<file path="config.mk">
export PLATFORM = sky130hd
export DESIGN_NAME = cph_cell
export DESIGN_NICKNAME = d
export VERILOG_FILES = /design/src/sv/cph_pkg.sv /design/src/sv/cph_cell.sv
export SDC_FILE = /design/constraint.sdc
export NUM_CORES = 2
export LEC_CHECK = 0
export ABC_AREA = 1
export BUFFER_PORTS_ARGS = -buffer_cell sky130_fd_sc_hd__buf_2
export CAP_MARGIN = 25
export CORE_ASPECT_RATIO = 0.5
export CORE_MARGIN = 2
export CORE_UTILIZATION = 40
export CTS_CLUSTER_SIZE = 12
export DETAILED_ROUTE_END_ITERATION = 8
export GPL_TIMING_DRIVEN = 1
export SYNTH_ARGS = -nofsm -noshare
export SYNTH_HDL_FRONTEND = slang
export SYNTH_SLANG_ARGS = --single-unit
</file>
<file path="constraint.sdc">
create_clock -name clock -period 13.2 [get_ports clock]
set_clock_uncertainty 0.05 [all_clocks]
set_input_delay 2.64 -clock clock [delete_from_list [all_inputs] [get_ports clock]]
set_output_delay 2.64 -clock clock [all_outputs]
set_load 0.005 [all_outputs]
</file>
<file path="src/sv/cph_pkg.sv">
// Shared types and constants for the convex polygon hit test.
package cph_pkg;

   localparam int MAX_VERTICES_DEF = 64;
   localparam int COORD_BITS_DEF = 16;

   localparam logic [1:0] ACT_CLEAR = 2'd0;
   localparam logic [1:0] ACT_APPEND = 2'd1;
   localparam logic [1:0] ACT_TEST = 2'd2;
   localparam logic [1:0] ACT_UNUSED = 2'd3;

   typedef enum logic [1:0] {
      ST_IDLE,
      ST_RUN,
      ST_FINISH
   } state_type;

   typedef struct packed {
      logic valid;
      logic outside;
      logic prod_valid;
   } tok_flags_type;

endpackage

</file>
<file path="src/sv/cph_cell.sv">
// One vertex cell of the edge chain: holds a vertex and tests its edge against a passing point.
module cph_cell #(
   parameter int INDEX = 0,
   parameter int COUNT_BITS = 7,
   parameter int COORD_BITS = cph_pkg::COORD_BITS_DEF
) (
   input  logic                             clock,
   input  logic                             reset,
   input  logic                             wr_en,
   input  logic [COUNT_BITS-1:0]            count,
   input  logic signed [COORD_BITS-1:0]     new_x,
   input  logic signed [COORD_BITS-1:0]     new_y,
   input  logic signed [COORD_BITS-1:0]     first_x,
   input  logic signed [COORD_BITS-1:0]     first_y,
   input  logic signed [COORD_BITS-1:0]     next_x,
   input  logic signed [COORD_BITS-1:0]     next_y,
   output logic signed [COORD_BITS-1:0]     vert_x,
   output logic signed [COORD_BITS-1:0]     vert_y,
   input  cph_pkg::tok_flags_type           up_flags,
   input  logic signed [COORD_BITS-1:0]     up_x,
   input  logic signed [COORD_BITS-1:0]     up_y,
   input  logic signed [2*COORD_BITS+1:0]   up_prod_a,
   input  logic signed [2*COORD_BITS+1:0]   up_prod_b,
   output cph_pkg::tok_flags_type           dn_flags,
   output logic signed [COORD_BITS-1:0]     dn_x,
   output logic signed [COORD_BITS-1:0]     dn_y,
   output logic signed [2*COORD_BITS+1:0]   dn_prod_a,
   output logic signed [2*COORD_BITS+1:0]   dn_prod_b
);
   import cph_pkg::*;

   localparam int DIFF_BITS = COORD_BITS + 1;
   localparam int PROD_BITS = 2 * DIFF_BITS;
   localparam logic [COUNT_BITS-1:0] IDX = COUNT_BITS'(INDEX);

   logic signed [COORD_BITS-1:0] vx_ff, vy_ff;
   logic signed [COORD_BITS-1:0] end_x, end_y;
   logic signed [DIFF_BITS-1:0]  ex, ey, qx, qy;
   logic                         active, last;
   tok_flags_type                flags_ff, flags_in;
   logic signed [COORD_BITS-1:0] x_ff, y_ff;
   logic signed [PROD_BITS-1:0]  prod_a_ff, prod_a_in, prod_b_ff, prod_b_in;

   always_ff @(posedge clock) begin
      if (wr_en && (count == IDX)) begin
         vx_ff <= new_x;
         vy_ff <= new_y;
      end
   end

   assign vert_x = vx_ff;
   assign vert_y = vy_ff;

   // The last stored vertex closes the polygon back to the first one.
   always_comb begin
      active = IDX < count;
      last = (IDX + COUNT_BITS'(1)) == count;
      end_x = last ? first_x : next_x;
      end_y = last ? first_y : next_y;
      ex = {end_x[COORD_BITS-1], end_x} - {vx_ff[COORD_BITS-1], vx_ff};
      ey = {end_y[COORD_BITS-1], end_y} - {vy_ff[COORD_BITS-1], vy_ff};
      qx = {up_x[COORD_BITS-1], up_x} - {vx_ff[COORD_BITS-1], vx_ff};
      qy = {up_y[COORD_BITS-1], up_y} - {vy_ff[COORD_BITS-1], vy_ff};
      prod_a_in = ex * qy;
      prod_b_in = ey * qx;
      flags_in.valid = up_flags.valid;
      flags_in.outside = up_flags.outside |
                         (up_flags.prod_valid & (up_prod_a > up_prod_b));
      flags_in.prod_valid = up_flags.valid & active;
   end

   always_ff @(posedge clock) begin
      if (reset) begin
         flags_ff <= '0;
      end else begin
         flags_ff <= flags_in;
      end
   end

   always_ff @(posedge clock) begin
      x_ff <= up_x;
      y_ff <= up_y;
      prod_a_ff <= prod_a_in;
      prod_b_ff <= prod_b_in;
   end

   assign dn_flags = flags_ff;
   assign dn_x = x_ff;
   assign dn_y = y_ff;
   assign dn_prod_a = prod_a_ff;
   assign dn_prod_b = prod_b_ff;

endmodule
</file>
== After elaboration in Yosys (flattened, before gate mapping) ==
Index checks and enable logic that the tools add are counted.
Storage, ports and cells
  register bits after elaboration: 135
  input port bits: 209
Cells by class
  $add $sub $neg: 4
  multiply operators: 2
  magnitude comparators: 2
  equal/unequal tests: 1
  mux-type cells: 2
  bitwise operators: 3
  reduce and logical (&&, ||, !) cells: 2
Operators with widths (count)
  17-bit by 17-bit multiplier with 34-bit output: 2
  16-bit by 16-bit subtractor with 17-bit output: 4
  34-bit greater-than comparator: 1
  16-bit two-way mux: 2
  1-bit by 7-bit == test with 1-bit output (first input constant): 1
  7-bit zero test: 1
  1-bit by 7-bit less-than comparator with 1-bit output (first input constant): 1
  1-bit AND: 2
  1-bit logical AND: 1
  1-bit bitwise OR: 1

== Depth between registers and ports, before layout ==
  word-level depth: 4
  mapped depth: 38

== Least setup slack after synthesis ==
OpenSTA, ideal clock, no wires.
  path kind: input port to flip-flop
  start: in count[6]
  end: reg prod_b_ff[29] (netlist: dn_prod_b[29])
  arrival time: 9.881 ns
  data required time: 13.078 ns
  slack: 3.198 ns
  cell stages on the path: 35
  buffers on the path: 2
  cells stage by stage: nor4_1 nand3_1 clkbuf_1 mux2_2 ha_1 a21oi_1 o21ai_1 a21oi_1 o21ai_1 nand2_1 nand2_1 nand2_1 nand2_1 buf_2 nor2_1 inv_1 fa_1 fa_1 inv_1 fa_1 fa_1 fa_1 inv_1 fa_1 inv_1 ha_1 nand2_1 nor2_1 inv_1 nor2_1 nand3_1 nand3_1 nand2_1 nand2_1 xor2_1
Between the ends
  cells in the longest elaborated chain, start to end: 4
Ends and longest elaborated chain
  start, declared: line cph_cell.sv:10  | input logic [COUNT_BITS-1:0] count,
  1-bit by 7-bit == test with 1-bit output: line cph_cell.sv:57  | last = (IDX + COUNT_BITS'(1)) == count;
  16-bit two-way mux: line cph_cell.sv:59  | end_y = last ? first_y : next_y;
  16-bit by 16-bit subtractor with 17-bit output: line cph_cell.sv:61  | ey = {end_y[COORD_BITS-1], end_y} - {vy_ff[COORD_BITS-1], vy_ff};
  17-bit by 17-bit multiplier with 34-bit output: line cph_cell.sv:65  | prod_b_in = ey * qx;
  net prod_b_in[29]: line cph_cell.sv:42  | logic signed [PROD_BITS-1:0] prod_a_ff, prod_a_in, prod_b_ff, prod_b_in;
  end signal, assigned: line cph_cell.sv:84  | prod_b_ff <= prod_b_in;
  end, declared: line cph_cell.sv:42
The timed path passes the listed nets, and every way through them passes these cells.
A chain may end at the register's enable or synchronous reset.

== Final worst setup path ==
  start: in count[6]
  end: reg prod_b_ff[27] (netlist: dn_prod_b[27])
Same word-level chain as after synthesis.

==> results by group <==
Yosys
  – Ys async rst share: 0
  – Flop and latch count out of synthesis: 135
  – Synth unique cells: 57
  – Number of synthesized flops with an enable pin: 32
  – Syn nets: 4620
  – Main synth FF type: dfxtp_1
  – Synth Instances: 3547
  – Syn_area_per_cell: 8.398 um2
  – Sequential share of the synthesized area: 0.1015
  – Cell area after synthesis: 29790 um2
  – Ys Warns: 0

Clock tree
  – Hold Buf Count CTS: 0
  – CTS max path bufs: 2
  – Post-CTS Resized: 0
  – Clk Latency, worst-skew pair: 0.51 ns
  – Worst-path clk slew: 0.07 ns
  – CTS buffer count: 17
  – CTS H-tree lvls: 4
  – Root Buffer: clkbuf_16
  – CTS Sinks: 135
  – CTS tree: built
  – Postcts setup bufs: 0

Global route
  – Met2 usage: 0.3881
  – Largest net degree at the start of global routing: 34
  – Remaining Overflow, GRT: 0
  – GR peak layer: met2
  – First-pass GRT wire length: 142300 um
  – GRT Util Overall: 0.2406
  – Initial antenna violation count: 2
  – Vias in the first global route: 25460
  – Met3 Usage GRT: 0.03994
  – GR met1 Demand/Resource: 0.3332

Timing
  – Final Slew Violations: 0
  – Relative slew margins: 0.2791
  – Tcrit/Tclk final: 0.8922
  – Final setup viols: 0
  – Setup WS post-layout: 1.423 ns
  – FMAX: 84.91 MHz
  – Final min period: 11.78 ns
  – Worst-margin pin slew: 1.078 ns
  – Hold Vio Cnt, Final: 0
  – RSZ-0062 raised after global routing: no
  – Setup TNS: 0 ns

Die
  – Core Region: 73400 um2
  – Rows: 70
  – I/O pins: 344
  – Die width: 389.9 um
  – Die Ht: 197.0 um
  – Die area: 76800 um2
  – Initial core utilization: 0.4058

Placed design
  – Setup slack at placement: 1.081 ns
  – DP Wirelength: 76890 um
  – Placed cell count: 4829
  – Placer Congestion: 0.9558
  – Port Buffers: 343

Worst setup path
  – Crit-path max FO: 33
  – Worst EP arrival: 12.14 ns
  – CP Capture Type: flop
  – Critical path required time: 13.57 ns
  – Crit start category: input port
  – Reg-to-reg setup timing slack: 4.99 ns
  – Crit Path Class: in2reg

Finish
  – Nets@finish: 4951
  – Area grow syn2layout: 11.62%
  – Fraction of layout cells with a size suffix above 1: 0.1244
  – Final non-filler cell total: 4864
  – Fillers: 7385
  – Commonest cells after routing, fill and taps aside: inv_1 (913), fa_1 (597), nand2_1 (551)
  – Final Util: 0.4530
  – Most common cell after layout, fill and taps aside: inv_1

Drt
  – Drt wl/cell: 18.16 um
  – Post-detailed-route DRC marker count: 0
  – Vias: 23810
  – Final wirelength: 88350 um
  – Final ANT Viol Nets: 0
  – DR vias/cell: 4.896
  – DR iter-0 viols: 1629
  – DRT Pass-1 Iters: 6

Job
  – Max-Cap Viols: 0

Hold path
  – Min-delay worst type: reg2reg

Outcome
  – Status: finished, final reports clean
-- worst max-delay path, stage by stage --
cell and delay [ns]:
buf_2 0.12, nor4_1 0.45, nand3_2 0.84, mux2_2 0.58, ha_1 0.33, a21oi_1 0.24, o21ai_1 0.13, a21oi_1 0.26
o21ai_1 0.14, xor2_1 0.85, inv_1 0.37, nand2_1 0.19, fa_1 0.42, inv_1 0.10, fa_1 0.42, fa_1 0.60
fa_1 0.46, fa_1 0.50, inv_1 0.05, fa_1 0.47, inv_1 0.04, ha_1 0.37, nand2_1 0.13, nor3_1 0.55
nand4_1 0.31, nand3_1 0.24, a21oi_1 0.11, xnor2_1 0.20
-- Yosys cell counts, types with 2 or more instances --
master    number  area share
o211a_1        2     0.00067
inv_1        913        0.12
buf_4          3     0.00076
nor2_1       437       0.055
nand2_2        4     0.00084
nor4_1         4     0.00084
ha_1         267        0.11
o21a_1         5      0.0013
xnor2_1       32      0.0094
clkbuf_1      23      0.0029
o21ai_4        2      0.0011
nor3_1        25      0.0042
a21oi_1      140       0.024
xor2_2        14      0.0076
xnor2_2        2      0.0011
mux2i_1        2     0.00067
edfxtp_1      32       0.032
clkinv_1       3     0.00038
and3_1         2     0.00042
nand3_1       83       0.014
o21bai_1      18      0.0045
nand2_1      551       0.069
a211oi_1       3     0.00076
a21o_1        12      0.0030
a21boi_2       3      0.0011
xor2_1        61       0.018
buf_2         22      0.0037
o31ai_1        5      0.0013
nand4_1       23      0.0048
a31oi_1        5      0.0011
o21ai_1        5     0.00084
dfxtp_1      103       0.069
o211ai_1       3     0.00076
mux2_2        29       0.011
a21boi_1       2     0.00050
inv_2         17      0.0021
o21ai_2        3     0.00088
xor2_4         4      0.0037
or2_2          4     0.00084
nand3b_1       3     0.00076
o21ai_0       59      0.0099
fa_1         597        0.40
a21boi_0       6      0.0015
-- flip-flops by register name, indices dropped and copies added, names as in the netlist --
name       count
dn_flags       3
dn_prod_a     34
dn_prod_b     34
dn_x          16
dn_y          16
vert_x        16
vert_y        16
-- metrics by stage --
stage          hold slack, ns  area, um2
2_1_floorplan          0.6443      29790
3_3_place_gp            1.106      32630
3_5_place_dp            1.110      32630
4_1_cts                 1.140      33230
5_1_grt                 1.178      33250
6_report                1.141      33250
-- metal layers --
layer	up-vias	part of all wire
met2	691	0.46
li1	11180	-
met5	-	0
met1	11810	0.46
met3	125	0.057
met4	0	0.026
-- layout make-up --
| class | instances | area [um2] | share of cell area |
|---|---|---|---|
| Multi-Input combinational cell | 2431 | 23060 | 0.6935 |
| Inverter | 933 | 3502 | 0.1053 |
| Sequential cell | 135 | 3023 | 0.09092 |
| Timing Repair Buffer | 360 | 1848 | 0.05558 |
| Tap cell | 972 | 1216 | 0.03658 |
| Clock buffer | 20 | 457.9 | 0.01377 |
| Clock inverter | 12 | 142.6 | 0.004290 |
| Antenna cell | 1 | 2.502 | 0.00007526 |
-- cell families (layout without fill, tap and decap cells) --
| kind of cell | Yosys count | count (layout) | synth area share |
|---|---|---|---|
| other cells | 0 | 1 | 0 |
| simple gates | 1142 | 1142 | 0.1531 |
| fa+ha+maj | 864 | 864 | 0.5134 |
| compound gates | 281 | 281 | 0.05574 |
| xor+xnor | 113 | 113 | 0.03978 |
| mux | 31 | 31 | 0.01164 |
| flops | 135 | 135 | 0.1015 |
| buf+inv | 981 | 1325 | 0.1249 |
-- path summary, 6_finish.rpt --
path	from	to	cells after the start
min	vert_y[0]	dn_prod_b[0]	2
max	count[6]	dn_prod_b[27]	28
min reg2reg	vert_y[0]	dn_prod_b[0]	2
max reg2reg	vert_x[0]	dn_prod_b[27]	23
Power is not shown: default switching activity piles up to over one toggle a cycle in this logic, so the estimate is an artifact.
